### src/rtl/core/f32sc_pkg.sv
// Package for the Fletcher-32 signed block checksum.
// Holds the sum type, reset constants and the fold function; no dependencies.
`default_nettype none

package f32sc_pkg;

    localparam int          DEF_BLOCK_LEN = 360;
    localparam logic [31:0] SUM_INIT      = 32'h0000_ffff;

    typedef struct packed {
        logic [31:0] sum1;
        logic [31:0] sum2;
    } t_sums;

    // low half plus sign-preserving high half
    function automatic logic [31:0] fold16(input logic [31:0] v);
        fold16 = {16'h0000, v[15:0]} + {{16{v[31]}}, v[31:16]};
    endfunction

endpackage

`default_nettype wire

### src/rtl/core/f32sc_final.sv
// Final fold and result register of the checksum.
// Takes once-folded sums of a finished message; uses f32sc_pkg.
`default_nettype none

module f32sc_final (
    input  wire logic             i_clk,
    input  wire logic             i_rst_n,
    input  wire logic             i_valid,
    input  wire f32sc_pkg::t_sums i_sums,
    output logic                  o_ready,
    output logic                  o_m_tvalid,
    output logic [31:0]           o_m_tdata,
    input  wire logic             i_m_tready
);
    import f32sc_pkg::*;

    logic        r_p_valid;
    t_sums       r_p_sums;
    logic        r_out_valid;
    logic [31:0] r_out_data;
    logic        out_adv;
    logic [31:0] fin1;
    logic [31:0] fin2;
    logic [31:0] n_out_data;

    assign out_adv = !r_out_valid || i_m_tready;
    assign o_ready = !r_p_valid || out_adv;

    assign fin1       = fold16(r_p_sums.sum1);
    assign fin2       = fold16(r_p_sums.sum2);
    assign n_out_data = {fin2[15:0], 16'h0000} | fin1;

    always_ff @(posedge i_clk) begin
        if (!i_rst_n) begin
            r_p_valid   <= 1'b0;
            r_out_valid <= 1'b0;
        end else begin
            if (o_ready) begin
                r_p_valid <= i_valid;
            end
            if (out_adv) begin
                r_out_valid <= r_p_valid;
            end
        end
    end

    always_ff @(posedge i_clk) begin
        if (o_ready && i_valid) begin
            r_p_sums <= i_sums;
        end
        if (out_adv && r_p_valid) begin
            r_out_data <= n_out_data;
        end
    end

    assign o_m_tvalid = r_out_valid;
    assign o_m_tdata  = r_out_data;

endmodule

`default_nettype wire

### src/rtl/core/fletcher32_signed_block_checksum_top.sv
// Top level of the Fletcher-32 signed block checksum.
// Holds the running sums and block counter; uses f32sc_pkg and f32sc_final.
`default_nettype none

// Takes one signed 16-bit word per cycle while s_tready is high, and emits one
// 32-bit checksum word per message; the final sums of a message pass through
// the input register and the result register of f32sc_final. Both sums start
// at 0xffff, fold every BLOCK_LEN words and at the end of a message, and return
// to 0xffff after each message. A stalled result holds back new words only
// when a second finished message is already waiting behind it.
module fletcher32_signed_block_checksum_top #(
    parameter int BLOCK_LEN = f32sc_pkg::DEF_BLOCK_LEN
) (
    input  wire logic        i_clk,
    input  wire logic        i_rst_n,
    input  wire logic        s_tvalid,
    output logic             s_tready,
    input  wire logic [15:0] s_tdata,   // [15:0] word
    input  wire logic        s_tlast,
    output logic             m_tvalid,
    input  wire logic        m_tready,
    output logic [31:0]      m_tdata    // [31:0] checksum
);
    import f32sc_pkg::*;

    localparam int CW = (BLOCK_LEN > 1) ? $clog2(BLOCK_LEN + 1) : 1;

    logic [31:0] r_sum1;
    logic [31:0] r_sum2;
    logic [CW-1:0] r_cnt;
    logic [31:0] n_sum1;
    logic [31:0] n_sum2;
    logic [CW-1:0] n_cnt;

    logic [31:0]   w32;
    logic [31:0]   add1;
    logic [31:0]   add2;
    logic [CW-1:0] cnt_inc;
    logic          blk_end;
    logic          fold_now;
    t_sums         folded;
    logic          accept;
    logic          fin_ready;

    assign accept  = s_tvalid && s_tready;
    assign w32     = {{16{s_tdata[15]}}, s_tdata};
    assign add1    = r_sum1 + w32;
    assign add2    = r_sum2 + r_sum1 + w32;
    assign cnt_inc = r_cnt + CW'(1);
    assign blk_end = cnt_inc >= CW'(BLOCK_LEN);
    assign fold_now = blk_end || s_tlast;

    always_comb begin
        folded.sum1 = fold_now ? fold16(add1) : add1;
        folded.sum2 = fold_now ? fold16(add2) : add2;
        n_sum1 = r_sum1;
        n_sum2 = r_sum2;
        n_cnt  = r_cnt;
        if (accept) begin
            if (s_tlast) begin
                n_sum1 = SUM_INIT;
                n_sum2 = SUM_INIT;
                n_cnt  = '0;
            end else begin
                n_sum1 = folded.sum1;
                n_sum2 = folded.sum2;
                n_cnt  = blk_end ? '0 : cnt_inc;
            end
        end
    end

    always_ff @(posedge i_clk) begin
        if (!i_rst_n) begin
            r_sum1 <= SUM_INIT;
            r_sum2 <= SUM_INIT;
            r_cnt  <= '0;
        end else begin
            r_sum1 <= n_sum1;
            r_sum2 <= n_sum2;
            r_cnt  <= n_cnt;
        end
    end

    f32sc_final u_final (
        .i_clk      (i_clk),
        .i_rst_n    (i_rst_n),
        .i_valid    (accept && s_tlast),
        .i_sums     (folded),
        .o_ready    (fin_ready),
        .o_m_tvalid (m_tvalid),
        .o_m_tdata  (m_tdata),
        .i_m_tready (m_tready)
    );

    assign s_tready = fin_ready;

endmodule

`default_nettype wire
### config.mk
export PLATFORM = sky130hd
export DESIGN_NAME = fletcher32_signed_block_checksum_top
export DESIGN_NICKNAME = d
export VERILOG_FILES = /design/src/rtl/core/f32sc_pkg.sv /design/src/rtl/core/f32sc_final.sv /design/src/rtl/core/fletcher32_signed_block_checksum_top.sv
export SDC_FILE = /design/constraint.sdc
export NUM_CORES = 1
export LEC_CHECK = 0
export BUFFER_PORTS_ARGS = -buffer_cell sky130_fd_sc_hd__buf_2
export CAP_MARGIN = 40
export CORE_MARGIN = 1
export CORE_UTILIZATION = 58
export CTS_BUF_LIST = sky130_fd_sc_hd__clkbuf_4 sky130_fd_sc_hd__clkbuf_8
export CTS_CLUSTER_DIAMETER = 50
export DETAILED_ROUTE_END_ITERATION = 8
export PLACE_DENSITY_LB_ADDON = 0.1
export SYNTH_ARGS = -nofsm -noshare
export SYNTH_HDL_FRONTEND = slang
export SYNTH_SLANG_ARGS = --single-unit
### constraint.sdc
create_clock -name i_clk -period 6.2 [get_ports i_clk]
set_clock_uncertainty 0.1 [all_clocks]
set_input_delay 0.62 -clock i_clk [delete_from_list [all_inputs] [get_ports i_clk]]
set_output_delay 0.62 -clock i_clk [all_outputs]
set_load 0.01 [all_outputs]
# After elaboration in Yosys (flattened, before gate mapping)
# Index checks and enable logic that the tools add are counted.
[word_totals]
register_bits = 171
inputBits = 21
word_cells = 33
[classes]
addsub = 8
magnitude_cmp = 1
mux = 6
bitwise_logic = 1
n_reduce_logical = 9
[ops]
columns = ["cell", "count"]
rows = [
  ["$mux W32", 4],
  ["$add A32 B32 Y32", 3],
  ["$add A17 B16 Y18", 3],
  ["$or A32 B32 Y32", 1],
  ["$mux W9", 2],
  ["$add A16 B16 Y16", 1],
  ["$add A9 B1 Y9 const B", 1],
  ["$ge A9 B9 Y1 const B", 1],
  ["$logic_and A1 B1 Y1", 4],
  ["$logic_or A1 B1 Y1", 3],
  ["$logic_not A1 Y1", 2],
]

# Depth between registers and ports, before layout
[depth]
word_depth = 6
ltp_mapped = 24

# By module
# From an unflattened synthesis, not the netlist that was laid out.
[hier_totals]
cells_unflattened = 1481
hier_area_um2 = 13600.5
[modules_own_cells]
columns = ["module", "instances", "cells_each", "area_per_inst_um2"]
rows = [
  ["fletcher32_signed_block_checksum_top", 1, 1159, 9049.9],
  ["f32sc_final", 1, 322, 4550.6],
]

# Worst setup path after synthesis
# Ideal clock, no wire load.
[synth_timing]
path_type = "input to register"
startpoint = "input port s_tdata[1]"
endpoint = "register u_final.r_p_sums[22] (netlist bit) (data pin)"
setup_ns = 0.255
arrival_time_ns = 5.238
t_required_ns = 5.845
path_slack_ns = 0.607
path_stages = 21
path_cell_list = "fa_1 > ha_1 > inv_1 > fa_1 > nand2b_1 > a21oi_1 > o21ai_0 > a211oi_1 > o21ai_1 > a21boi_0 > nor2_1 > ha_1 > or3_4 > o31a_1 > a211o_1 > a2111o_1 > a31oi_4 > nand2_1 > mux2i_4 > buf_4 > nor2_1"
[synth_lines]
columns = ["element", "line_no", "rtl"]
rows = [
  ["from (decl)", "fletcher32_signed_block_checksum_top.sv:18", "input wire logic [15:0] s_tdata,"],
  ["to (signal assigned)", "f32sc_final.sv:49", "r_p_sums <= i_sums;"],
  ["to (decl)", "f32sc_final.sv:18", "t_sums r_p_sums;"],
]

==> flow_metrics.py <==
metrics = {
    "final_layout": {
        "diodes": 0,
        "nets": 1663,
        "syn_to_final_growth_pct": 10.3,
        "drive_above_1_share_pct": 11.9,
    },
    "route": {
        "vias_per_cell": 6.04,
        "dr.pass1.iters": 6,
        "routed_wirelength_um": 33900,
        "vias": 10700,
        "ant_nets": 0,
        "drtIter0Drc": 915,
        "drc": 0,
        "wire_per_inst_um": 19.2,
    },
    "floorplan": {
        "die_x_um": 151,
        "num_rows": 54,
        "dieHeight_um": 151,
        "start_util_pct": 59.0,
        "pin_count": 55,
        "core-area_um2": 21800,
        "die_area_um2": 22800,
    },
    "global_routing": {
        "grt_pass1_wl_um": 52400,
        "grt_pass1_vias": 9757,
        "grt_overflow": 0,
        "grt_max_degree": 65,
        "antenna_found_initial": 0,
        "track_usage_pct": 30.5,
    },
    "clock_tree": {
        "clk_path_buf_depth": 2,
        "post-cts-setup-buffers": 0,
        "cts_sinks": 171,
        "htreeDepth": 4,
        "cts_tree": "yes",
        "clock_latency_ns": 0.47,
        "ctsHoldBuffers": 0,
        "cts_made_buffers": 17,
        "clk_pin_slew_ns": 0.10,
        "post_cts_resized": 0,
        "cts-root-buf": "clkbuf_8",
    },
    "sta": {
        "tightest_slew_ns": 0.851,
        "slew_headroom_pct": 43.3,
        "period_share_pct": 95.4,
        "drv_slew": 0,
        "rsz0062_at_grt": "no",
        "period_needed_ns": 5.91,
        "setup_viol": 0,
        "fin_setup_tns_ns": 0,
        "final_hold_viol_count": 0,
        "max_freq_mhz": 169,
    },
    "synth": {
        "synth-main-ff-cell": "edfxtp_1",
        "ys_seq_area_share_pct": 34.0,
        "async_flop_share_pct": 0,
        "synth-seq-cells": 171,
        "avgSynthCellArea_um2": 9.29,
        "syn-num-nets": 1574,
        "synth_area_um2": 12900,
        "synth_edf_count": 96,
        "ys_warn_count": 0,
        "syn_inst": 1387,
        "synth.distinct_cells": 74,
    },
    "placement": {
        "dp_hpwl_um": 26500,
        "portBuffers": 54,
        "globalplace.congestion": 0.948,
    },
    "critical_path": {
        "critPathMaxStageDelay_ns": 0.42,
        "cp.required_ns": 6.32,
        "crit_path_top_delay_cell": "a21boi_0",
        "worstPathMaxFanout": 14,
        "cp_common_cell": "o21ai_0",
        "arrival_ns": 6.04,
        "cp-start-kind": "register",
        "cp-end-kind": "register",
        "path_cells": "ha_1 -> inv_1 -> fa_1 -> nand2b_1 -> a21oi_1 -> o2111ai_1 -> nand3_1 -> o21ai_0 -> a21boi_0 -> o21ai_0 -> nand2_1 -> xor2_1 -> buf_4 -> ha_1 -> a21o_1 -> o21ai_0 -> o21ai_1 -> a2111oi_0 -> nor3_1 -> xnor2_1 -> nand2_1 -> buf_4 -> a21bo_2",
        "rr_worst_depth": 23,
        "crit_type": "register to register",
    },
    "flow_run": {
        "maxCapViolations": 0,
    },
    "run_status": {
        "status": "complete, no violations",
    },
    "min_path": {
        "whs_path_depth": 4,
        "min_path_type": "primary input to register",
    },
}
-- flip-flops by register name (all words and copies together), names as in the netlist --
name	flops
u_final.r_p_valid	1
u_final.o_m_tdata	32
u_final.o_m_tvalid	1
u_final.r_p_sums	64
r_cnt	9
r_sum2	32
r_sum1	32
-- stage by stage --
step                      hold slack, ns  cell area (um^2)  worst slack [ns]  utilization [%]  std cells
final                              0.362             14200             0.286             65.1       1769
after global routing               0.374             14200           0.00134             65.1       1769
after CTS                          0.346             14200             0.313             65.0       1769
after detailed placement           0.360             13800           -0.0657             63.3       1737
after global placement             0.361             13800            0.0844             63.0       1733
after floorplan                    0.339             12900             0.607                -       1387
-- kinds of logic (layout without fill, tap and decap cells) --
kind of cell	after synthesis	count (layout)	synth area share (%)
adders and majority gates	166	166	18.3
xor gates and xnor gates	117	117	8.13
and+or+nand+nor	445	445	15.7
AOI/OAI and AO/OA	394	394	20.5
DFF	171	171	34.0
buffers and inverters	86	188	2.58
muxes	8	8	0.738
-- cells in the final DEF (no fill, tap or decap), drive strengths merged, types with 7 or more instances in the layout --
cell type	n
and3	15
o21a	19
o211ai	7
a22oi	7
a21o	66
o21ai	72
a221o	17
inv	54
dfxtp	75
nor3	26
a31oi	13
ha	129
clkbuf	19
xor2	42
nand3	37
nor2b	16
edfxtp	96
nand2b	19
buf	110
a211oi	12
nand4	9
or2	7
or3	9
nand2	161
fa	37
xnor2	75
a211o	7
a21oi	112
nor2	125
and2	7
-- critical path, delay by kind of cell (launching register included) --
| kind | cells | cell delay, ns |
|---|---|---|
| and+or+nand+nor | 5 | 0.86 |
| DFF | 1 | 0.41 |
| xor gates and xnor gates | 2 | 0.40 |
| buffers and inverters | 3 | 0.46 |
| adders and majority gates | 3 | 0.89 |
| AOI/OAI and AO/OA | 10 | 2.53 |
-- cells in the mapped netlist, types with 4 or more instances --
cell,number,share of area (%)
o21a_1,19,1.1
and2_1,7,0.34
or2_2,7,0.34
xnor2_1,74,5.0
o31ai_1,5,0.29
a22oi_1,7,0.41
a31oi_1,12,0.58
nor3_1,26,1.0
o21ai_1,9,0.35
a41oi_1,5,0.34
nand2_1,161,4.7
dfxtp_1,75,12
mux2i_1,5,0.39
nand4_1,9,0.44
a21boi_0,6,0.35
and3_1,15,0.73
o21ai_0,63,2.4
fa_1,37,5.8
nor2_1,124,3.6
a22o_1,5,0.34
a21oi_1,112,4.4
nand2b_1,18,0.87
or3_1,8,0.39
nand3_1,37,1.4
ha_1,129,13
buf_2,5,0.19
a221o_1,17,1.3
edfxtp_1,96,22
o21bai_1,6,0.35
xor2_1,40,2.7
a211oi_1,11,0.64
a211o_1,7,0.48
a21o_1,66,3.8
clkbuf_1,31,0.90
nor2b_1,16,0.78
o211ai_1,7,0.41
a21bo_2,4,0.31
inv_1,45,1.3
-- area by class of cell --
cell class / instances / area [um^2]
inverter: 46 / 173
fill: 1850 / 7620
tap: 280 / 350
sequential: 171 / 4380
timing repair buffer: 110 / 731
multi-input combinational: 1130 / 8190
clock buffer: 19 / 249
clock inverter: 13 / 129
-- metal layers --
layer	share of wire [%]	wire length, um	GRT usage [%]
met1	46	15600	42.9
met2	45	15300	48.1
met3	7.0	2360	4.94
met4	2.1	724	8.70
met5	0	0	0
-- final timing paths --
kind / start / endpoint / slack [ns]
worst min-delay path: m_tready / u_final.o_m_tvalid / 0.36
worst max register to register: r_sum1[0] / u_final.r_p_sums[55] / 0.29
worst max-delay path: r_sum1[0] / u_final.r_p_sums[55] / 0.29
worst min register to register: r_sum2[22] / r_sum2[22] / 0.38
Power is left out: the tool's default activity adds up to more than one toggle a clock period on the data nets, which glitch-free logic cannot reach.
